### config.mk
export PLATFORM = sky130hd
export DESIGN_NAME = io_range_chunk_splitter_top
export DESIGN_NICKNAME = d
export VERILOG_FILES = /design/src/hw/rtl/iocs_pkg.sv /design/src/hw/rtl/iocs_front.sv /design/src/hw/rtl/iocs_queue.sv /design/src/hw/rtl/iocs_back.sv /design/src/hw/rtl/io_range_chunk_splitter_top.sv
export SDC_FILE = /design/constraint.sdc
export NUM_CORES = 2
export LEC_CHECK = 0
export BUFFER_PORTS_ARGS = -buffer_cell sky130_fd_sc_hd__buf_4
export CAP_MARGIN = 0
export CORE_MARGIN = 4
export CORE_UTILIZATION = 50
export CTS_CLUSTER_SIZE = 10
export DETAILED_ROUTE_END_ITERATION = 10
export GPL_TIMING_DRIVEN = 0
export PLACE_DENSITY = 0.71
export SYNTH_ARGS = -nofsm -noshare
export SYNTH_HDL_FRONTEND = slang
export SYNTH_SLANG_ARGS = --single-unit
### constraint.sdc
create_clock -name clk -period 8.6 [get_ports clk]
set_input_delay 1.72 -clock clk [delete_from_list [all_inputs] [get_ports clk]]
set_output_delay 1.72 -clock clk [all_outputs]
set_load 0.03 [all_outputs]
### src/hw/rtl/iocs_pkg.sv
// Shared types and constants for the I/O range chunk splitter.
// Used by the front, queue, back and top-level modules; no dependencies.
package iocs_pkg;

	localparam int OFF_W  = 48;
	localparam int LEN_W  = 31;
	localparam int IDX_W  = 23;
	localparam int BOFF_W = 30;
	localparam int CFG_W  = 48;
	localparam int CIDX_W = 2;

	localparam logic [OFF_W-1:0] MIN_CHUNK   = 48'd33554432;
	localparam logic [OFF_W-1:0] RESET_CHUNK = 48'd67108864;
	localparam logic [LEN_W-1:0] MAX_LEN     = 31'd1073741824;

	// restoring divider: one quotient bit per step
	localparam int DIV_STEPS = OFF_W;
	localparam int DCNT_W    = $clog2(DIV_STEPS);

	// command queue between front and back
	localparam int Q_DEPTH = 2;
	localparam int Q_AW    = $clog2(Q_DEPTH);

	// configuration register indexes
	localparam logic [CIDX_W-1:0] CFG_VOLUME = 2'd0;
	localparam logic [CIDX_W-1:0] CFG_CHUNK  = 2'd1;
	localparam logic [CIDX_W-1:0] CFG_RDONLY = 2'd2;

	typedef enum logic [1:0] {
		ST_OK    = 2'd0,
		ST_RANGE = 2'd1,
		ST_RO    = 2'd2
	} status_t;

	// classified request handed from front to back
	typedef struct packed {
		status_t            status;
		logic [OFF_W-1:0]   start;
		logic [LEN_W-1:0]   len;
	} cmd_t;

endpackage

### src/hw/rtl/iocs_front.sv
// Front end: accepts request words, runs the snapshot and range checks.
// Uses iocs_pkg; feeds classified commands to iocs_queue.
module iocs_front (
	input  logic                        in_valid,
	output logic                        in_stall,
	input  logic                        func,
	input  logic [iocs_pkg::OFF_W-1:0]  start_offset,
	input  logic [iocs_pkg::LEN_W-1:0]  request_length,
	input  logic [iocs_pkg::OFF_W-1:0]  volume_bytes,
	input  logic                        read_only,
	input  logic                        q_full,
	output logic                        push,
	output iocs_pkg::cmd_t              cmd
);

	logic [iocs_pkg::OFF_W:0] end_sum;
	logic                     too_long;
	logic                     past_end;
	logic                     is_ro;

	// end of request, formed one bit wider so it cannot wrap
	assign end_sum  = {1'b0, start_offset} + {{(iocs_pkg::OFF_W + 1 - iocs_pkg::LEN_W){1'b0}},
		request_length};
	assign too_long = request_length > iocs_pkg::MAX_LEN;
	assign past_end = end_sum > {1'b0, volume_bytes};
	assign is_ro    = func & read_only;

	// classify: snapshot check first, then range
	always_comb begin
		cmd.start = start_offset;
		cmd.len   = request_length;
		if (is_ro) begin
			cmd.status = iocs_pkg::ST_RO;
		end else if (too_long || past_end) begin
			cmd.status = iocs_pkg::ST_RANGE;
		end else begin
			cmd.status = iocs_pkg::ST_OK;
		end
	end

	assign in_stall = q_full;

	// an empty request that passes the checks is dropped here
	assign push = in_valid && !q_full &&
		!(cmd.status == iocs_pkg::ST_OK && request_length == '0);

endmodule

### src/hw/rtl/iocs_queue.sv
// Short command queue that decouples the front end from the splitter back end.
// Uses iocs_pkg for the command type and depth.
module iocs_queue (
	input  logic            clk,
	input  logic            arst_n,
	input  logic            push,
	input  iocs_pkg::cmd_t  push_cmd,
	output logic            full,
	input  logic            pop,
	output logic            empty,
	output iocs_pkg::cmd_t  pop_cmd
);

	iocs_pkg::cmd_t           mem_q [iocs_pkg::Q_DEPTH];
	logic [iocs_pkg::Q_AW-1:0] wptr_q;
	logic [iocs_pkg::Q_AW-1:0] rptr_q;
	logic [iocs_pkg::Q_AW:0]   cnt_q;

	assign full    = cnt_q == (iocs_pkg::Q_AW + 1)'(iocs_pkg::Q_DEPTH);
	assign empty   = cnt_q == '0;
	assign pop_cmd = mem_q[rptr_q];

	// storage
	always_ff @(posedge clk) begin
		if (push && !full) begin
			mem_q[wptr_q] <= push_cmd;
		end
	end

	// pointers and fill count
	always_ff @(posedge clk or negedge arst_n) begin
		if (!arst_n) begin
			wptr_q <= '0;
			rptr_q <= '0;
			cnt_q  <= '0;
		end else begin
			if (push && !full) begin
				wptr_q <= wptr_q + 1'b1;
			end
			if (pop && !empty) begin
				rptr_q <= rptr_q + 1'b1;
			end
			if ((push && !full) && !(pop && !empty)) begin
				cnt_q <= cnt_q + 1'b1;
			end else if (!(push && !full) && (pop && !empty)) begin
				cnt_q <= cnt_q - 1'b1;
			end
		end
	end

endmodule

### src/hw/rtl/iocs_back.sv
// Back end: divides the start offset by the chunk size, then emits segments.
// Uses iocs_pkg; pulls commands from iocs_queue, drives the result register.
module iocs_back (
	input  logic                          clk,
	input  logic                          arst_n,
	input  logic [iocs_pkg::OFF_W-1:0]    csize,
	input  logic                          q_empty,
	input  iocs_pkg::cmd_t                q_cmd,
	output logic                          q_pop,
	output logic                          out_valid,
	input  logic                          out_stall,
	output logic [1:0]                    status,
	output logic [iocs_pkg::IDX_W-1:0]    chunk_index,
	output logic [iocs_pkg::OFF_W-1:0]    offset_in_chunk,
	output logic [iocs_pkg::LEN_W-1:0]    segment_length,
	output logic [iocs_pkg::BOFF_W-1:0]   buffer_offset,
	output logic                          last
);

	typedef enum logic [1:0] {
		B_IDLE,
		B_DIV,
		B_EMIT
	} bstate_t;

	bstate_t                        state_q;
	iocs_pkg::status_t              err_q;
	logic [iocs_pkg::OFF_W-1:0]     dq_q;    // dividend in, quotient / chunk index out
	logic [iocs_pkg::OFF_W-1:0]     rem_q;   // remainder, then offset in chunk
	logic [iocs_pkg::DCNT_W-1:0]    cnt_q;
	logic [iocs_pkg::LEN_W-1:0]     left_q;
	logic [iocs_pkg::BOFF_W-1:0]    boff_q;

	logic                           ovalid_q;
	iocs_pkg::status_t              ostat_q;
	logic [iocs_pkg::IDX_W-1:0]     oidx_q;
	logic [iocs_pkg::OFF_W-1:0]     ooff_q;
	logic [iocs_pkg::LEN_W-1:0]     olen_q;
	logic [iocs_pkg::BOFF_W-1:0]    oboff_q;
	logic                           olast_q;

	logic [iocs_pkg::OFF_W:0]       trial;
	logic                           ge;
	logic [iocs_pkg::OFF_W:0]       trial_sub;
	logic [iocs_pkg::OFF_W-1:0]     room;
	logic                           fits;
	logic [iocs_pkg::LEN_W-1:0]     take;
	logic                           out_free;

	// one restoring division step
	assign trial     = {rem_q, dq_q[iocs_pkg::OFF_W-1]};
	assign ge        = trial >= {1'b0, csize};
	assign trial_sub = trial - {1'b0, csize};

	// segment size: rest of the request or rest of the chunk
	assign room = csize - rem_q;
	assign fits = {{(iocs_pkg::OFF_W - iocs_pkg::LEN_W){1'b0}}, left_q} <= room;
	assign take = fits ? left_q : room[iocs_pkg::LEN_W-1:0];

	assign out_free = !ovalid_q || !out_stall;
	assign q_pop    = (state_q == B_IDLE) && !q_empty;

	// sequencer, divider and result register
	always_ff @(posedge clk or negedge arst_n) begin
		if (!arst_n) begin
			state_q  <= B_IDLE;
			err_q    <= iocs_pkg::ST_OK;
			dq_q     <= '0;
			rem_q    <= '0;
			cnt_q    <= '0;
			left_q   <= '0;
			boff_q   <= '0;
			ovalid_q <= 1'b0;
			ostat_q  <= iocs_pkg::ST_OK;
			oidx_q   <= '0;
			ooff_q   <= '0;
			olen_q   <= '0;
			oboff_q  <= '0;
			olast_q  <= 1'b0;
		end else begin
			if (out_free) begin
				ovalid_q <= 1'b0;
			end
			case (state_q)
				B_IDLE: begin
					if (!q_empty) begin
						err_q  <= q_cmd.status;
						dq_q   <= q_cmd.start;
						rem_q  <= '0;
						cnt_q  <= '0;
						left_q <= q_cmd.len;
						boff_q <= '0;
						state_q <= (q_cmd.status == iocs_pkg::ST_OK) ? B_DIV : B_EMIT;
					end
				end
				B_DIV: begin
					rem_q <= ge ? trial_sub[iocs_pkg::OFF_W-1:0] : trial[iocs_pkg::OFF_W-1:0];
					dq_q  <= {dq_q[iocs_pkg::OFF_W-2:0], ge};
					cnt_q <= cnt_q + 1'b1;
					if (cnt_q == iocs_pkg::DCNT_W'(iocs_pkg::DIV_STEPS - 1)) begin
						state_q <= B_EMIT;
					end
				end
				B_EMIT: begin
					if (out_free) begin
						ovalid_q <= 1'b1;
						if (err_q != iocs_pkg::ST_OK) begin
							// refused request: single zeroed word
							ostat_q <= err_q;
							oidx_q  <= '0;
							ooff_q  <= '0;
							olen_q  <= '0;
							oboff_q <= '0;
							olast_q <= 1'b1;
							state_q <= B_IDLE;
						end else begin
							ostat_q <= iocs_pkg::ST_OK;
							oidx_q  <= dq_q[iocs_pkg::IDX_W-1:0];
							ooff_q  <= rem_q;
							olen_q  <= take;
							oboff_q <= boff_q;
							olast_q <= fits;
							// later segments start on a chunk boundary
							left_q  <= left_q - take;
							boff_q  <= boff_q + take[iocs_pkg::BOFF_W-1:0];
							rem_q   <= '0;
							dq_q    <= dq_q + 1'b1;
							if (fits) begin
								state_q <= B_IDLE;
							end
						end
					end
				end
				default: begin
					state_q <= B_IDLE;
				end
			endcase
		end
	end

	assign out_valid       = ovalid_q;
	assign status          = ostat_q;
	assign chunk_index     = oidx_q;
	assign offset_in_chunk = ooff_q;
	assign segment_length  = olen_q;
	assign buffer_offset   = oboff_q;
	assign last            = olast_q;

endmodule

### src/hw/rtl/io_range_chunk_splitter_top.sv
// Top level of the I/O range chunk splitter; uses iocs_pkg, iocs_front, iocs_queue, iocs_back.
// Flow: an accepted word is registered in the queue, the back end pops it when idle, and a
// restoring divide finds chunk index and offset, then one segment per cycle unless the
// output stalls. A refused request skips the divide and gives a single zeroed word.
// The back end pops a new request only when idle, after the last one has finished;
// input stalls only while the two-entry command queue is full. Reset (async, active low)
// clears control state and loads register defaults.
module io_range_chunk_splitter_top (
	input  logic                          clk,
	input  logic                          arst_n,
	input  logic                          cfg_we,
	input  logic [iocs_pkg::CIDX_W-1:0]   cfg_index,
	input  logic [iocs_pkg::CFG_W-1:0]    cfg_wdata,
	input  logic                          in_valid,
	output logic                          in_stall,
	input  logic                          func,
	input  logic [iocs_pkg::OFF_W-1:0]    start_offset,
	input  logic [iocs_pkg::LEN_W-1:0]    request_length,
	output logic                          out_valid,
	input  logic                          out_stall,
	output logic [1:0]                    status,
	output logic [iocs_pkg::IDX_W-1:0]    chunk_index,
	output logic [iocs_pkg::OFF_W-1:0]    offset_in_chunk,
	output logic [iocs_pkg::LEN_W-1:0]    segment_length,
	output logic [iocs_pkg::BOFF_W-1:0]   buffer_offset,
	output logic                          last
);

	logic [iocs_pkg::OFF_W-1:0] volume_q;
	logic [iocs_pkg::OFF_W-1:0] csize_q;   // chunk size, floored at the minimum
	logic                       read_only_q;

	logic           push;
	logic           q_full;
	logic           q_empty;
	logic           q_pop;
	iocs_pkg::cmd_t push_cmd;
	iocs_pkg::cmd_t pop_cmd;

	// configuration registers
	always_ff @(posedge clk or negedge arst_n) begin
		if (!arst_n) begin
			volume_q    <= '0;
			csize_q     <= iocs_pkg::RESET_CHUNK;
			read_only_q <= 1'b0;
		end else if (cfg_we) begin
			case (cfg_index)
				iocs_pkg::CFG_VOLUME: volume_q <= cfg_wdata;
				iocs_pkg::CFG_CHUNK: begin
					csize_q <= (cfg_wdata < iocs_pkg::MIN_CHUNK) ? iocs_pkg::MIN_CHUNK : cfg_wdata;
				end
				iocs_pkg::CFG_RDONLY: read_only_q <= cfg_wdata[0];
				default: ;
			endcase
		end
	end

	iocs_front u_front (
		.in_valid       (in_valid),
		.in_stall       (in_stall),
		.func           (func),
		.start_offset   (start_offset),
		.request_length (request_length),
		.volume_bytes   (volume_q),
		.read_only      (read_only_q),
		.q_full         (q_full),
		.push           (push),
		.cmd            (push_cmd)
	);

	iocs_queue u_queue (
		.clk      (clk),
		.arst_n   (arst_n),
		.push     (push),
		.push_cmd (push_cmd),
		.full     (q_full),
		.pop      (q_pop),
		.empty    (q_empty),
		.pop_cmd  (pop_cmd)
	);

	iocs_back u_back (
		.clk             (clk),
		.arst_n          (arst_n),
		.csize           (csize_q),
		.q_empty         (q_empty),
		.q_cmd           (pop_cmd),
		.q_pop           (q_pop),
		.out_valid       (out_valid),
		.out_stall       (out_stall),
		.status          (status),
		.chunk_index     (chunk_index),
		.offset_in_chunk (offset_in_chunk),
		.segment_length  (segment_length),
		.buffer_offset   (buffer_offset),
		.last            (last)
	);

`ifndef NO_ASSERTIONS
	// a refused request is a single zeroed word
	a_err_single: assert property (@(posedge clk) disable iff (!arst_n)
		out_valid && status != iocs_pkg::ST_OK |-> last && segment_length == '0)
		else $error("refused request word not single or not zeroed");

	// a passing segment is never empty
	a_seg_nonzero: assert property (@(posedge clk) disable iff (!arst_n)
		out_valid && status == iocs_pkg::ST_OK |-> segment_length != '0)
		else $error("empty segment emitted");

	// every segment but the final one runs to the end of its chunk
	a_seg_boundary: assert property (@(posedge clk) disable iff (!arst_n)
		out_valid && status == iocs_pkg::ST_OK && !last |->
		({1'b0, offset_in_chunk} + {{(iocs_pkg::OFF_W + 1 - iocs_pkg::LEN_W){1'b0}},
		segment_length}) == {1'b0, csize_q})
		else $error("non-final segment does not end on a chunk boundary");
`endif

endmodule
==> Yosys cells after proc, flatten, opt, wreduce, memory -nomap -nowiden <==
Memory sizes are Yosys's and may differ from the RTL's.
Cells that the tools add are included.
{ "word_totals": {"reg_bits": 404, "ramBits": 162, "in_bits": 135, "output_inout_bits": 137, "elab_cells": 130, "memories": 1} }
{ "op_classes": {"add_sub_neg": 11, "n_lt_le_gt_ge": 5, "n_eq_ne": 11, "n_mux": 43, "bitwise_logic": 2, "reduce_logical": 37} }
{ "mem_list": {"columns": ["memory", "depth", "word_bits", "rd", "rd_ports_with_merged_regs", "wr", "line", "text"], "rows": [
  ["u_queue.mem_q", 2, 81, 1, 0, 1, "iocs_queue.sv:14", "iocs_pkg::cmd_t mem_q [iocs_pkg::Q_DEPTH];"]
]} }
{ "op_table": {"columns": ["operator", "n"], "rows": [
  ["$mux W48", 9],
  ["$pmux W48 S3", 2],
  ["$mux W31", 5],
  ["$mux W30", 4],
  ["$sub A48 B48 Y48", 2],
  ["$pmux W31 S2", 1],
  ["$pmux W30 S2", 1],
  ["$add A48 B31 Y49", 1],
  ["$ge A49 B48 Y1", 1],
  ["$gt A49 B48 Y1", 1],
  ["$add A48 B1 Y48 const B", 1],
  ["$le A31 B48 Y1", 1],
  ["$lt A48 B26 Y1 const B", 1],
  ["$gt A31 B31 Y1 const B", 1],
  ["$logic_not A31 Y1", 1],
  ["$sub A31 B31 Y31", 1],
  ["$add A30 B30 Y30", 1],
  ["$mux W23", 1],
  ["$mux W2", 10],
  ["$pmux W6 S2", 1],
  ["$reduce_and A2 Y1", 6],
  ["$reduce_and A4 Y1", 3],
  ["$logic_not A2 Y1", 5],
  ["$logic_and A1 B1 Y1", 8],
  ["other kinds (19)", 41]
]} }

==> Longest topological paths before layout <==
{ "depth": {"word_depth": 14, "depth_mapped": 44, "mapped_depth_nobuf": 42} }

==> Modules after synthesis <==
Synthesis repeated with hierarchy kept, for this count alone.
{ "unflattened": {"hier_cells": 4101, "area_unflattened_um2": 38451.9} }
{ "modules_own_cells": {"columns": ["module", "n_inst", "cells_per_inst", "area_each_um2", "seq_area_each_um2"], "rows": [
  ["iocs_back", 1, 3031, 24239.5, 7582.3],
  ["iocs_queue", 1, 271, 6441.2, 4964.8],
  ["iocs_front", 1, 552, 3933.8, 0.0],
  ["io_range_chunk_splitter_top", 1, 247, 3837.4, 2428.6]
]} }

==> Worst setup path after synthesis <==
No wires, ideal clock.
{ "synth_timing": {"path_kind": "input-to-reg", "from": "input port start_offset[0] (netlist name)", "to": "memory u_queue.mem_q[0][0] (netlist name), enable pin", "setup_time_ps": 531, "t_arrival_ps": 10339, "required_time_ps": 8069, "setup_slack_ps": -2269, "cell_stages": 25, "path_buffers": 0, "cell_sequence": "ha_1 > fa_1 > a21oi_1 > o21bai_1 > a21oi_1 > o21ai_0 > a2111oi_0 > o31ai_1 > a21oi_1 > o21ai_0 > a21oi_1 > o21bai_1 > a41oi_2 > nor2_1 > xor2_1 > ha_1 > and4_1 > nand3_1 > or3_1 > nand3b_1 > o221ai_1 > o211ai_1 > o21a_1 > a311oi_1 > nor2b_1"} }
{ "synth_between": {"elab_chain_cells": 12} }
{ "synth_rtl": {"columns": ["element", "line", "text"], "rows": [
  ["from (decl)", "io_range_chunk_splitter_top.sv:17", "input logic [iocs_pkg::OFF_W-1:0] start_offset,"],
  ["$add A48 B31 Y49", "iocs_front.sv:22", "assign end_sum = {1'b0, start_offset} + {{(iocs_pkg::OFF_W + 1 - iocs_pkg::LEN_W){1'b0}},"],
  ["$gt A49 B48 Y1", "iocs_front.sv:25", "assign past_end = end_sum > {1'b0, volume_bytes};"],
  ["$logic_or A1 B1 Y1", "iocs_front.sv:34", "end else if (too_long || past_end) begin"],
  ["$mux W1", "iocs_front.sv:34", null],
  ["$mux W2", "iocs_front.sv:32", "if (is_ro) begin"],
  ["$logic_not A2 Y1", "iocs_front.sv:45", "!(cmd.status == iocs_pkg::ST_OK && request_length == '0);"],
  ["$logic_and A1 B1 Y1", "iocs_front.sv:45", null],
  ["$logic_not A1 Y1", "iocs_front.sv:45", null],
  ["$logic_and A1 B1 Y1", "iocs_front.sv:44", "assign push = in_valid && !q_full &&"],
  ["$logic_and A1 B1 Y1", "iocs_queue.sv:25", "if (push && !full) begin"],
  ["$mux W1", "iocs_queue.sv:25", null],
  ["$mux W1 (implied by the code)", "iocs_queue.sv:26", "mem_q[wptr_q] <= push_cmd;"],
  ["to (decl)", "iocs_queue.sv:14", null]
]} }
No other way between the ends.

==> Worst setup path in the final report <==
{ "layout_timing": {"from": "register u_back.rem_q[0] (netlist name)", "to": "register u_back.boff_q[29] (netlist name)"} }
{ "layout_between": {"elab_chain_cells": 7} }
{ "layout_rtl": {"columns": ["element", "line", "text"], "rows": [
  ["from (decl)", "iocs_back.sv:29", "logic [iocs_pkg::OFF_W-1:0] rem_q;"],
  ["from (signal assigned)", "iocs_back.sv:97", "rem_q <= ge ? trial_sub[iocs_pkg::OFF_W-1:0] : trial[iocs_pkg::OFF_W-1:0];"],
  ["$sub A48 B48 Y48 *", "iocs_back.sv:56", "assign room = csize - rem_q;"],
  ["$le A31 B48 Y1", "iocs_back.sv:57", "assign fits = {{(iocs_pkg::OFF_W - iocs_pkg::LEN_W){1'b0}}, left_q} <= room;"],
  ["$mux W31 *", "iocs_back.sv:58", "assign take = fits ? left_q : room[iocs_pkg::LEN_W-1:0];"],
  ["$add A30 B30 Y30 *", "iocs_back.sv:125", "boff_q <= boff_q + take[iocs_pkg::BOFF_W-1:0];"],
  ["$mux W30 *", "iocs_back.sv:107", "if (err_q != iocs_pkg::ST_OK) begin"],
  ["$mux W30 *", "iocs_back.sv:105", "if (out_free) begin"],
  ["$pmux W30 S2 *", "iocs_back.sv:84", "case (state_q)"],
  ["to (signal assigned)", "iocs_back.sv:125", null],
  ["to (decl)", "iocs_back.sv:32", "logic [iocs_pkg::BOFF_W-1:0] boff_q;"]
]} }
Mark *: on every way between the ends. The rest lies on a longest branch, timed or not. The select of a mux whose other input is x is not followed.
A chain may end at the register's enable or synchronous reset.

==> impl_metrics.py <==
metrics = {
    "flow_run": {
        "maxCapViolations": 0,
    },
    "logic_synthesis": {
        "synthesis.nets": 4349,
        "seq_area_frac_synth_pct": 41.86,
        "synthCells": 3932,
        "async_flop_share_pct": 71.38,
        "synth_area_leaders": "dfrtp_1, edfxtp_1, ha_1",
        "synth_common_cells": "nand2_1, dfrtp_1, o21ai_0",
        "syn_area_per_cell_um2": 9.098,
        "synthDominantCellAreaShare_pct": 28.19,
        "synth_edf_count": 162,
        "yosysTopAreaCell": "dfrtp_1",
        "yosysMostFrequentCell": "nand2_1",
        "ys.flop_type": "dfrtp_1",
        "synth.ff_latch_count": 566,
        "synthesis.area_mm2": 0.03577,
        "ys_types": 87,
        "ys_warn_count": 0,
    },
    "setup_path": {
        "cpMaxStageDelayCell": "dfrtp_2",
        "crit_path_start_kind": "flip-flop",
        "cp_max_fo": 7,
        "crit_family": "compound AO/OA/AOI/OAI gates",
        "arrival_ps": 10140,
        "cp-end-kind": "flip-flop",
        "crit_buf_inv": 5,
        "critPathKind": "reg2reg",
        "critPathRequiredTime_ps": 9130,
        "cpPeakStageDelay_ps": 440,
    },
    "die": {
        "io_pins": 272,
        "initial_core_util_pct": 50.73,
        "die_area_mm2": 0.07589,
        "die_w_um": 275.5,
        "core_mm2": 0.07051,
        "num_rows": 97,
        "die_h_um": 275.5,
    },
    "placed_design": {
        "hpwl_um": 93960,
        "place_inst": 5150,
        "gp_congestion": 0.9785,
        "port_buffers": 271,
        "place_area_mm2": 0.03927,
        "pre_cts_slack_ps": -2090,
    },
    "status": {
        "violations": "negative setup slack",
        "status": "finished with violations",
    },
    "cells_and_area": {
        "layout-drive-gt1-share_pct": 15.42,
        "final_cell_count_no_fill": 5367,
        "utilization_pct": 61.28,
        "area_delta_synth_final_pct": 20.79,
        "final_area_mm2": 0.04321,
        "nFillCells": 5999,
        "nets": 4795,
    },
    "sta": {
        "tightest_slew_ps": 1480,
        "grt_setup_unrepaired": "yes",
        "finalSetupViolCount": 34,
        "period_needed_ps": 9609,
        "fmax_mhz": 104.1,
        "final.period_utilization_pct": 111.7,
        "clock-skew-final_ps": 22.81,
        "fin_setup_tns_ps": -14820,
        "slew_headroom_pct": 1.317,
        "hold_viol_final": 0,
        "slew_violations": 0,
        "worst_slack_ps": -1009,
    },
    "power_and_ir_drop": {
        "leakage_uw": 0.01975,
        "ir_drop_v": 0.0002320,
        "p_per_area_mw_per_mm2": 373.5,
    },
    "detailed_routing": {
        "drt_iter0_drc": 3204,
        "avgViaCountPerCell": 6.048,
        "wl_um": 125100,
        "first_pass_iters": 6,
        "drc": 0,
        "ant_nets": 0,
        "vias": 32460,
        "wire_per_inst_um": 23.31,
    },
    "cts": {
        "ctsHtreeMaxLevel": 3,
        "cts_buffers": 71,
        "cts_tree": "built",
        "worst_skew_pair.late_latency_ps": 630,
        "clkSinkCount": 566,
        "clk_pin_slew_worst_paths_ps": 60,
        "clock_tree.buffer_depth": 3,
        "cts-root-buf": "clkbuf_16",
    },
    "grt": {
        "grt_usage_pct": 32.24,
        "first_global_vias": 30810,
        "antenna_found_initial": 5,
        "grt-ovfl-total": 0,
        "grt_pass1_wl_um": 186400,
        "grt_start_max_net_pins": 116,
    },
    "hold_path": {
        "hold_path.class": "reg2reg",
    },
}
area by class of cell:
| class | instances | area [µm²] | share of cell area, % |
|---|---|---|---|
| Antenna cell | 3 | 7.507 | 0.01737 |
| Timing Repair Buffer | 371 | 2982 | 6.900 |
| Buffer | 185 | 769.5 | 1.781 |
| Clock buffer | 108 | 2037 | 4.714 |
| Inverter | 258 | 970.9 | 2.247 |
| Tap cell | 940 | 1176 | 2.722 |
| Sequential cell | 566 | 14980 | 34.67 |
| Multi-Input combinational cell | 2925 | 20120 | 46.55 |
| Clock inverter | 11 | 173.9 | 0.4025 |
registers in the layout (all words and copies together) (netlist names), named ones only:
signal,count
csize_q,48
read_only_q,1
u_back.boff_q,30
u_back.buffer_offset,30
u_back.chunk_index,23
u_back.cnt_q,6
u_back.dq_q,48
u_back.err_q,2
u_back.last,1
u_back.left_q,31
u_back.offset_in_chunk,48
u_back.rem_q,48
u_back.segment_length,31
u_back.state_q,2
u_back.status,2
u_queue.cnt_q,2
u_queue.mem_q,162
u_queue.rptr_q,1
u_queue.wptr_q,1
volume_q,48
cells in the final DEF, fill, tap and decap left out, drive strengths merged, types with 35 or more instances in the layout:
cell	n
ha	277
buf	398
nor3	47
a21oi	261
o22ai	46
mux2	45
nand3	182
and3	36
a22o	56
nand2b	35
mux2i	83
nor2	196
xor2	71
a21o	131
nand2	571
nand4	49
nor2b	54
edfxtp	162
inv	260
dfrtp	403
o21ai	298
clkbuf	266
xnor2	113
worst paths after layout:
| path | start | end | slack, ps | depth (start not counted) |
|---|---|---|---|---|
| setup / recovery | u_back.rem_q[0]$_DFFE_PN0P_ | u_back.boff_q[29]$_DFFE_PN0P_ | -1010 | 43 |
| hold / removal | u_back.buffer_offset[12]$_DFFE_PN0P_ | u_back.buffer_offset[12]$_DFFE_PN0P_ | 460 | 2 |
| setup reg to reg | u_back.rem_q[0]$_DFFE_PN0P_ | u_back.boff_q[29]$_DFFE_PN0P_ | -1010 | 43 |
| hold reg to reg | u_back.buffer_offset[12]$_DFFE_PN0P_ | u_back.buffer_offset[12]$_DFFE_PN0P_ | 460 | 2 |
| max in group asynchronous | arst_n | u_back.offset_in_chunk[34]$_DFFE_PN0P_ | 6300 | 2 |
| min in group asynchronous | arst_n | u_back.segment_length[13]$_DFFE_PN0P_ | 1140 | 1 |
layer usage:
layer	up-vias	share of wire, %	GRT usage (%)	wire length (µm)
met5	-	0.011	0	14
met1	15700	41	42.89	51200
met3	329	8.8	6.615	10980
met4	2	5.3	14.93	6583
met2	1453	45	50.86	56320
li1	14970	-	-	-
stage by stage:
step	power, µW	hold WS (ps)
3_3_place_gp	11940	452.9
3_5_place_dp	12090	457.1
2_1_floorplan	9354	449.8
6_report	16140	463.3
5_1_grt	17020	479.3
4_1_cts	15640	469.0
cell families after synthesis:
kind of cell	share of synthesized area, %
AOI/OAI and AO/OA	18.90
xor gates and xnor gates	4.505
adders and majority gates	9.968
buffers and inverters	4.774
DFF	41.86
muxes	3.749
and+or+nand+nor	16.25
what timing repair did:
item,4_1_cts,5_1_grt
gates resized for setup,140,72
endpoints found under the setup margin,190,208
setup buffers,76,33
pin swaps,77,69
hold buffers,0,0
gates cloned,1,1
tightest hold or removal path, cell delays in order, from the launching register on:
cell	delay [ps]
dfrtp_1	340
nand2_1	50
nand2_1	50
report_power, final:
group | internal (µW) | leakage, µW | switching, µW
Combinational | 3350 | 0.0119 | 5770
Sequential | 3530 | 0.00677 | 593
Clock | 1700 | 0.00106 | 1210
Total | 8580 | 0.0197 | 7560
Power figures use the tool's default switching activity.
